===== config.mk =====
export PLATFORM = sky130hd
export DESIGN_NAME = absolute_encoder_spi_poller_top_flat
export DESIGN_NICKNAME = d
export VERILOG_FILES = /design/src/design/aesp_pkg.sv /design/src/design/aesp_cmd_if.sv /design/src/design/aesp_rsp_if.sv /design/src/design/aesp_seq.sv /design/src/design/aesp_obuf.sv /design/src/design/absolute_encoder_spi_poller_top.sv /design/src/flat_wrapper.sv
export VERILOG_INCLUDE_DIRS = /design/src /design/src/design
export SDC_FILE = /design/constraint.sdc
export NUM_CORES = 1
export LEC_CHECK = 0
export BUFFER_PORTS_ARGS = -buffer_cell sky130_fd_sc_hd__buf_2
export CAP_MARGIN = 10
export CORE_MARGIN = 4
export CORE_UTILIZATION = 60
export DETAILED_ROUTE_END_ITERATION = 10
export GPL_TIMING_DRIVEN = 0
export HOLD_SLACK_MARGIN = 0.1
export PLACE_DENSITY = 0.8
export SLEW_MARGIN = 40
export SYNTH_ARGS = -nofsm -noshare
export SYNTH_HDL_FRONTEND = slang
export SYNTH_SLANG_ARGS = --single-unit

===== constraint.sdc =====
create_clock -name clk -period 9.1 [get_ports clk]
set_clock_uncertainty 0.1 [all_clocks]
set_input_delay 0.455 -clock clk [delete_from_list [all_inputs] [get_ports clk]]
set_output_delay 0.455 -clock clk [all_outputs]
set_load 0.05 [all_outputs]

===== src/design/assert_macros.svh =====
// Assertion macros shared by the encoder poller modules.
// Needs nothing else; included by each file that checks its own logic.
`ifndef ASSERT_MACROS_SVH
`define ASSERT_MACROS_SVH

// Implication checked in the same cycle, switched off during reset.
`define AESP_ASSERT_IMP(label, clk, rst, ante, cons) \
  label: assert property (@(posedge clk) disable iff (rst) (ante) |-> (cons)) \
    else $error("aesp assertion failed");

// Implication checked in the following cycle, switched off during reset.
`define AESP_ASSERT_NXT(label, clk, rst, ante, cons) \
  label: assert property (@(posedge clk) disable iff (rst) (ante) |=> (cons)) \
    else $error("aesp assertion failed");

`endif


===== src/design/aesp_pkg.sv =====
// Types and constants for the absolute encoder SPI poller.
// No dependencies; used by the sequencer, the output buffer and the top level.
package aesp_pkg;

  localparam logic [1:0] OP_READ = 2'd0;
  localparam logic [1:0] OP_ZERO = 2'd1;
  localparam logic [1:0] OP_BYTE = 2'd2;

  localparam logic [7:0] CMD_READ = 8'h10;
  localparam logic [7:0] CMD_ZERO = 8'h70;
  localparam logic [7:0] ACK_ZERO = 8'h80;
  localparam logic [7:0] NOP_BYTE = 8'h00;

  localparam logic [9:0] POLL_LIMIT_RESET = 10'd100;

  // 360/4096 degrees per count in Q9.7 is pos * 360 >> 5.
  localparam logic [20:0] DEG_SCALE = 21'd360;
  localparam int unsigned DEG_SHIFT = 5;

  typedef enum logic [2:0] {
    PH_IDLE  = 3'd0,
    PH_FIRST = 3'd1,
    PH_POLL  = 3'd2,
    PH_MSB   = 3'd3,
    PH_LSB   = 3'd4
  } phase_t;

  typedef struct packed {
    logic        tx_valid;
    logic [7:0]  tx_byte;
    logic        done_res;
    logic        status;
    logic [11:0] position;
    logic [15:0] degrees_q7;
  } result_t;

endpackage


===== src/design/aesp_cmd_if.sv =====
// Input channel of the encoder poller: command or received byte per word.
// Depends on nothing but the handshake convention valid and ready.
interface aesp_cmd_if;
  logic       valid;
  logic       ready;
  logic [1:0] opcode;
  logic [7:0] rx_byte;

  modport source (output valid, output opcode, output rx_byte, input ready);
  modport sink (input valid, input opcode, input rx_byte, output ready);
endinterface


===== src/design/aesp_rsp_if.sv =====
// Output channel of the encoder poller: one result word per input word.
// Depends on nothing but the handshake convention valid and ready.
interface aesp_rsp_if;
  logic        valid;
  logic        ready;
  logic        tx_valid;
  logic [7:0]  tx_byte;
  logic        done_res;
  logic        status;
  logic [11:0] position;
  logic [15:0] degrees_q7;

  modport source (output valid, output tx_valid, output tx_byte, output done_res,
                  output status, output position, output degrees_q7, input ready);
  modport sink (input valid, input tx_valid, input tx_byte, input done_res,
                input status, input position, input degrees_q7, output ready);
endinterface


===== src/design/aesp_seq.sv =====
// Command sequencer: phase state machine and result computation for one word.
// Uses aesp_pkg and the assertion macros in assert_macros.svh.
`include "assert_macros.svh"

module aesp_seq
  import aesp_pkg::*;
(
  input  logic       clk,
  input  logic       rst,
  input  logic       cfg_we,
  input  logic [9:0] cfg_data,
  input  logic       accept,
  input  logic [1:0] opcode,
  input  logic [7:0] rx_byte,
  output result_t    res
);

  phase_t      phase, phase_next;
  logic        zero_mode, zero_mode_next;
  logic [9:0]  poll_count, poll_count_next;
  logic [3:0]  high_nibble, high_nibble_next;
  logic [9:0]  poll_limit;

  logic        busy;
  logic        reply_match;
  logic        poll_expired;
  logic [11:0] pos;
  logic [20:0] deg_full;

  assign busy         = (phase != PH_IDLE);
  assign reply_match  = (rx_byte == (zero_mode ? ACK_ZERO : CMD_READ));
  assign poll_expired = (poll_count >= poll_limit);
  assign pos          = {high_nibble, rx_byte};
  assign deg_full     = {9'd0, pos} * DEG_SCALE;

  always_comb begin
    phase_next       = phase;
    zero_mode_next   = zero_mode;
    poll_count_next  = poll_count;
    high_nibble_next = high_nibble;
    if (accept) begin
      case (opcode)
        OP_READ, OP_ZERO: begin
          if (!busy) begin
            zero_mode_next   = opcode[0];
            poll_count_next  = '0;
            high_nibble_next = '0;
            phase_next       = PH_FIRST;
          end
        end
        OP_BYTE: begin
          unique case (phase)
            PH_FIRST: phase_next = PH_POLL;
            PH_POLL: begin
              if (reply_match) begin
                phase_next = zero_mode ? PH_IDLE : PH_MSB;
              end else if (poll_expired) begin
                phase_next = PH_IDLE;
              end else begin
                poll_count_next = poll_count + 10'd1;
              end
            end
            PH_MSB: begin
              high_nibble_next = rx_byte[3:0];
              phase_next       = PH_LSB;
            end
            PH_LSB:  phase_next = PH_IDLE;
            default: phase_next = PH_IDLE;
          endcase
        end
        default: ;
      endcase
    end
  end

  always_comb begin
    res = '0;
    case (opcode)
      OP_READ, OP_ZERO: begin
        if (!busy) begin
          res.tx_valid = 1'b1;
          res.tx_byte  = opcode[0] ? CMD_ZERO : CMD_READ;
        end
      end
      OP_BYTE: begin
        unique case (phase)
          PH_FIRST, PH_MSB: begin
            res.tx_valid = 1'b1;
            res.tx_byte  = NOP_BYTE;
          end
          PH_POLL: begin
            if (reply_match && zero_mode) begin
              res.done_res = 1'b1;
            end else if (reply_match || !poll_expired) begin
              res.tx_valid = 1'b1;
              res.tx_byte  = NOP_BYTE;
            end else begin
              res.done_res = 1'b1;
              res.status   = 1'b1;
            end
          end
          PH_LSB: begin
            res.done_res   = 1'b1;
            res.position   = pos;
            res.degrees_q7 = deg_full[DEG_SHIFT +: 16];
          end
          default: ;
        endcase
      end
      default: ;
    endcase
  end

  always_ff @(posedge clk) begin
    if (rst) begin
      phase       <= PH_IDLE;
      zero_mode   <= 1'b0;
      poll_count  <= '0;
      high_nibble <= '0;
      poll_limit  <= POLL_LIMIT_RESET;
    end else begin
      phase       <= phase_next;
      zero_mode   <= zero_mode_next;
      poll_count  <= poll_count_next;
      high_nibble <= high_nibble_next;
      if (cfg_we) begin
        poll_limit <= cfg_data;
      end
    end
  end

  // A finished command always leaves the sequencer idle.
  `AESP_ASSERT_NXT(a_done_goes_idle, clk, rst, accept && res.done_res, phase == PH_IDLE)
  // The poll counter only advances while it is still below the configured limit.
  `AESP_ASSERT_IMP(a_poll_bounded, clk, rst, phase == PH_POLL && poll_count_next != poll_count,
                   poll_count < poll_limit)
  // A start word only moves an idle sequencer into the first-reply phase.
  `AESP_ASSERT_NXT(a_start_idle, clk, rst,
                   accept && !busy && (opcode == OP_READ || opcode == OP_ZERO),
                   phase == PH_FIRST)

endmodule


===== src/design/aesp_obuf.sv =====
// Two-entry output buffer: result register plus skid register for stalls.
// Uses aesp_pkg for the result word and assert_macros.svh for checks.
`include "assert_macros.svh"

module aesp_obuf
  import aesp_pkg::*;
(
  input  logic    clk,
  input  logic    rst,
  input  logic    push,
  input  result_t push_data,
  output logic    push_ready,
  output logic    out_valid,
  input  logic    out_ready,
  output result_t out_data
);

  logic    o_valid, s_valid;
  result_t o_data, s_data;
  logic    pop;

  assign pop        = o_valid && out_ready;
  assign push_ready = !s_valid;
  assign out_valid  = o_valid;
  assign out_data   = o_data;

  always_ff @(posedge clk) begin
    if (rst) begin
      o_valid <= 1'b0;
      s_valid <= 1'b0;
    end else if (pop) begin
      if (s_valid) begin
        s_valid <= 1'b0;
      end else if (!push) begin
        o_valid <= 1'b0;
      end
    end else if (push) begin
      if (!o_valid) begin
        o_valid <= 1'b1;
      end else begin
        s_valid <= 1'b1;
      end
    end
  end

  always_ff @(posedge clk) begin
    if (pop) begin
      if (s_valid) begin
        o_data <= s_data;
      end else if (push) begin
        o_data <= push_data;
      end
    end else if (push) begin
      if (!o_valid) begin
        o_data <= push_data;
      end else begin
        s_data <= push_data;
      end
    end
  end

  // The skid register is only ever filled behind a waiting result.
  `AESP_ASSERT_IMP(a_skid_behind, clk, rst, s_valid, o_valid)
  // A full buffer that is not drained stays full.
  `AESP_ASSERT_NXT(a_full_holds, clk, rst, s_valid && !out_ready, s_valid && o_valid)
  // A word pushed into an empty buffer is on the output next cycle.
  `AESP_ASSERT_NXT(a_push_shows, clk, rst, push && !o_valid, o_valid)

endmodule


===== src/design/absolute_encoder_spi_poller_top.sv =====
// Absolute encoder SPI poller: one result word for every accepted input word.
// The sequencer update is a single registered step, then the result is buffered.
// Throughput: one word per cycle while the output buffer is not full.
// A two-entry output buffer keeps cmd ready through a stall on rsp until full.
// Reset (synchronous, active high) idles the sequencer and sets poll_limit to 100.
module absolute_encoder_spi_poller_top
  import aesp_pkg::*;
(
  input  logic       clk,
  input  logic       rst,
  input  logic       cfg_we,
  input  logic [9:0] cfg_data,
  aesp_cmd_if.sink   cmd,
  aesp_rsp_if.source rsp
);

  logic    accept;
  logic    buf_ready;
  result_t seq_res;
  result_t out_word;

  assign cmd.ready = buf_ready;
  assign accept    = cmd.valid && buf_ready;

  aesp_seq u_seq (
    .clk      (clk),
    .rst      (rst),
    .cfg_we   (cfg_we),
    .cfg_data (cfg_data),
    .accept   (accept),
    .opcode   (cmd.opcode),
    .rx_byte  (cmd.rx_byte),
    .res      (seq_res)
  );

  aesp_obuf u_obuf (
    .clk        (clk),
    .rst        (rst),
    .push       (accept),
    .push_data  (seq_res),
    .push_ready (buf_ready),
    .out_valid  (rsp.valid),
    .out_ready  (rsp.ready),
    .out_data   (out_word)
  );

  assign rsp.tx_valid   = out_word.tx_valid;
  assign rsp.tx_byte    = out_word.tx_byte;
  assign rsp.done_res   = out_word.done_res;
  assign rsp.status     = out_word.status;
  assign rsp.position   = out_word.position;
  assign rsp.degrees_q7 = out_word.degrees_q7;

endmodule

===== src/flat_wrapper.sv =====
// flat-port wrapper written by rule: the top's interface ports become plain ports
module absolute_encoder_spi_poller_top_flat import aesp_pkg::*;
  (clk, rst, cfg_we, cfg_data, cmd_valid, cmd_opcode, cmd_rx_byte, cmd_ready, rsp_valid, rsp_tx_valid, rsp_tx_byte, rsp_done_res, rsp_status, rsp_position, rsp_degrees_q7, rsp_ready);
  aesp_cmd_if cmd_i ();
  aesp_rsp_if rsp_i ();
  input  logic clk;
  input  logic rst;
  input  logic cfg_we;
  input  logic [9:0] cfg_data;
  input wire logic [$bits(cmd_i.valid)-1:0] cmd_valid;
  input wire logic [$bits(cmd_i.opcode)-1:0] cmd_opcode;
  input wire logic [$bits(cmd_i.rx_byte)-1:0] cmd_rx_byte;
  output wire logic [$bits(cmd_i.ready)-1:0] cmd_ready;
  output wire logic [$bits(rsp_i.valid)-1:0] rsp_valid;
  output wire logic [$bits(rsp_i.tx_valid)-1:0] rsp_tx_valid;
  output wire logic [$bits(rsp_i.tx_byte)-1:0] rsp_tx_byte;
  output wire logic [$bits(rsp_i.done_res)-1:0] rsp_done_res;
  output wire logic [$bits(rsp_i.status)-1:0] rsp_status;
  output wire logic [$bits(rsp_i.position)-1:0] rsp_position;
  output wire logic [$bits(rsp_i.degrees_q7)-1:0] rsp_degrees_q7;
  input wire logic [$bits(rsp_i.ready)-1:0] rsp_ready;
  assign cmd_i.valid = cmd_valid;
  assign cmd_i.opcode = cmd_opcode;
  assign cmd_i.rx_byte = cmd_rx_byte;
  assign cmd_ready = cmd_i.ready;
  assign rsp_valid = rsp_i.valid;
  assign rsp_tx_valid = rsp_i.tx_valid;
  assign rsp_tx_byte = rsp_i.tx_byte;
  assign rsp_done_res = rsp_i.done_res;
  assign rsp_status = rsp_i.status;
  assign rsp_position = rsp_i.position;
  assign rsp_degrees_q7 = rsp_i.degrees_q7;
  assign rsp_i.ready = rsp_ready;
  absolute_encoder_spi_poller_top u_core (.clk(clk), .rst(rst), .cfg_we(cfg_we), .cfg_data(cfg_data), .cmd(cmd_i), .rsp(rsp_i));
endmodule

==> summary.txt <==
Clocking
  • TritonCTS Sinks: 96
  • Post CTS Setup Buffer Count: 0
  • Deepest level of the CTS H-tree: 3
  • Hold Buf Count CTS: 0
  • Worst-skew pair later-pin latency: around 0.37 ns
  • CTS tree: yes
  • Clk pin slew, worst setup/hold paths: 0.10 ns
  • Worst-case clock buffer depth: 2
  • CTS resizes: 0
  • Root buffer selected by CTS: clkbuf_8
  • Num CTS Buffers: 9

Critical path
  • CP max stage delay: 0.54 ns
  • CP startpoint: cmd_rx_byte[4]
  • CP endpoint: u_core.u_obuf.out_data[14]
  • CP Launch Type: primary input
  • Reg-to-Reg Start: u_core.u_seq.high_nibble[1]
  • CP arrival: 3.88 ns
  • R2r endpoint: u_core.u_obuf.out_data[15]
  • CP Cell Sequence: buf_2, ha_1, inv_1, fa_1, fa_1, inv_1, ha_1, nor2b_1, o31ai_1, a31oi_1, a41o_1, and3_1, o31ai_1
  • Critical path depth: 13
  • FF-to-FF setup slack: approximately 5.4 ns
  • WP buf/inv: 3
  • FF-to-FF path depth: 12
  • Req. time, crit path: between 9 and 10 ns
  • Worst Path Max Fanout: 5
  • Setup crit end kind: register
  • Critical path's top delay family: adder cells
  • WS Path Type: primary input to register
  • Max stage delay cell, worst path: fa_1

Routing
  • Post-DR wirelength/cell: 15.9 um
  • Via count: around 4200
  • Drt total wl: 11.8 mm
  • DRT iter0 DRCs: around 170
  • Drt drc: 0
  • Antenna Violating Nets Remaining: 0
  • TritonRoute pass-1 iters: 4
  • Vias per cell: roughly 5.6

Die
  • Core region area: 9240 um^2
  • Ports: 66
  • Num rows: 35
  • Initial cell density of the core: approximately 61%
  • Die width: 105 um
  • Die height: 105 um
  • Die area: 11100 um^2

Yosys
  • Count of different cell masters after synthesis: 60
  • Flops & latches, synth: 96
  • Post-synth EDFFs: 66
  • Register area share after synthesis: 45.5%
  • Synth Flop Type: edfxtp_1
  • Synth Instances: 530
  • Cell area after synthesis: about 5700 um^2
  • Syn Area/Cell: between 10 and 15 um^2
  • Ys Warns: 0
  • Fraction of registers with async set/reset: 0%

STA
  • Worst-margin pin slew: between 0.6 and 0.7 ns
  • RSZ-0062 raised after global routing: no
  • Max-slew violation count: 0
  • Tcrit/Tclk final: 41.7%
  • Highest Clock Rate: 264 MHz
  • Min cycle time layout: approximately 3.8 ns
  • Final setup violation count: 0
  • TNS Setup: 0 ns
  • Final Hold Viols: 0
  • Headroom to the max-slew limit: 56.3%

Cells and area
  • Filler Cells Inserted: 673
  • Core Util, Final: roughly 70%
  • Fin nets: approximately 700
  • Antenna cells: 0
  • Share of layout cells above drive strength 1: 20.5%
  • Synth-to-layout area growth: 13.5%
  • Non-Filler Instances: 745

GRT
  • Vias in the first global route: roughly 4000
  • Initial antenna violation count: 0
  • Total grt overflow: 0
  • Largest net degree at the start of global routing: 22
  • Gr usage total: 22.1%
  • First-pass GRT wire length: 19.7 mm

Run status
  • Outcome: finished, final reports clean

Pwr
  • Power Dens Cells: 171 nW/um^2
  • Static leakage: 2.82 nW
  • Power Total: 1.10 mW
  • Max IR drop VDD: 0.0000692 V

Placed design
  • Input/output buffers: 60
  • Placed Cells incl. Taps: between 700 and 800
  • RD Place Congestion: 0.870
  • DP Wirelength: between 9 and 10 mm

Flow run
  • Number of max-cap violations: 0

Hold path
  • Worst Hold Class: primary input to register
## worst register-to-register path, stage by stage, from the launching register on
cell      delay (ns)
dfxtp_1         0.42
ha_1            0.31
fa_1            0.56
inv_1           0.06
fa_1            0.50
inv_1           0.04
ha_1            0.34
o211ai_1        0.11
nand2_1         0.09
o211ai_1        0.16
o311ai_0        0.45
xnor2_1         0.20
o21ai_0         0.13
## worst min path at each step
stage / depth (start not counted) / startpoint / end
4_1_cts: 3 / cfg_data[2] / u_core.u_seq.poll_limit[2]
6_report: 3 / cfg_data[2] / u_core.u_seq.poll_limit[2]
2_1_floorplan: 2 / u_core.u_seq.poll_limit[2] / u_core.u_seq.poll_limit[2]
5_1_grt: 3 / cfg_data[2] / u_core.u_seq.poll_limit[2]
3_5_place_dp: 2 / u_core.u_seq.poll_limit[8] / u_core.u_seq.poll_limit[8]
3_3_place_gp: 2 / u_core.u_seq.poll_limit[2] / u_core.u_seq.poll_limit[2]
## flip-flops by register name, summed over array words and instances, names as in the netlist
name	count
u_core.u_seq.phase	3
u_core.u_obuf.s_valid	1
u_core.u_obuf.out_data	33
u_core.u_obuf.out_valid	1
u_core.u_obuf.s_data	33
u_core.u_seq.high_nibble	4
u_core.u_seq.poll_count	10
u_core.u_seq.poll_limit	10
u_core.u_seq.zero_mode	1
## cell usage in the layout, fill, tap and decap left out, drive strengths merged, types with 8 or more instances in the layout
| master | count |
|---|---|
| a21oi | 31 |
| clkbuf | 21 |
| o21ai | 19 |
| o211ai | 8 |
| nor2 | 48 |
| nor3 | 9 |
| nand2 | 29 |
| edfxtp | 66 |
| o31ai | 10 |
| mux2 | 22 |
| and2 | 12 |
| fa | 14 |
| ha | 49 |
| xnor2 | 8 |
| inv | 68 |
| dfxtp | 30 |
| buf | 76 |
## layer usage
layer | wire [um] | global-route usage, %
met5 | 0 | 0
met2 | 5810 | 37.9
met3 | 635 | 3.67
met1 | 5180 | 28.3
met4 | 187 | 7.22
## cells in the mapped netlist (8+ instances only)
library cell	count	share of area, %
nor2_1	47	3.1
o211ai_1	8	1.1
edfxtp_1	66	35
inv_1	64	4.2
o21ai_0	19	1.7
mux2_2	22	4.4
and2_1	12	1.3
dfxtp_1	30	11
fa_1	14	4.9
ha_1	49	11
clkbuf_1	11	0.73
o31ai_1	10	1.3
nand2_1	29	1.9
a21oi_1	31	2.7
xnor2_1	8	1.2
## area by class of cell
| cell class | instances | area (um^2) | share of cell area (%) |
|---|---|---|---|
| tap | 129 | 161 | 2.51 |
| sequential | 96 | 2580 | 40.1 |
| clock buffer | 9 | 124 | 1.92 |
| multi-input combinational | 352 | 2770 | 42.9 |
| timing repair buffer | 66 | 348 | 5.40 |
| inverter | 64 | 240 | 3.73 |
| buffer | 22 | 110 | 1.71 |
| clock inverter | 7 | 108 | 1.67 |
## logic make-up after synthesis
| logic type | after synthesis | share of synthesized area [%] |
|---|---|---|
| compound gates | 105 | 12.5 |
| fa+ha+maj | 63 | 15.8 |
| buf+inv | 86 | 6.18 |
| other cells | 1 | 0.0661 |
| simple gates | 135 | 12.0 |
| mux | 29 | 5.60 |
| xor+xnor | 15 | 2.32 |
| flops | 96 | 45.5 |
## stage by stage
| stage | worst slack (ns) | cell area, um^2 | hold slack, ns |
|---|---|---|---|
| after floorplan | 5.36 | 5690 | 0.359 |
| after global placement | 3.90 | 6150 | 0.375 |
| after detailed placement | 5.05 | 6210 | 0.388 |
| after CTS | 5.32 | 6440 | 0.199 |
| after global routing | 5.15 | 6440 | 0.210 |
| final | 5.31 | 6440 | 0.208 |
## report_power, final
| part | switching (mW) | internal (mW) | total (mW) |
|---|---|---|---|
| combinational | 0.184 | 0.0960 | 0.280 |
| sequential | 0.00759 | 0.488 | 0.496 |
| clock | 0.165 | 0.161 | 0.326 |
| total | 0.357 | 0.745 | 1.10 |
No activity file was read; power rests on OpenSTA's default activity.
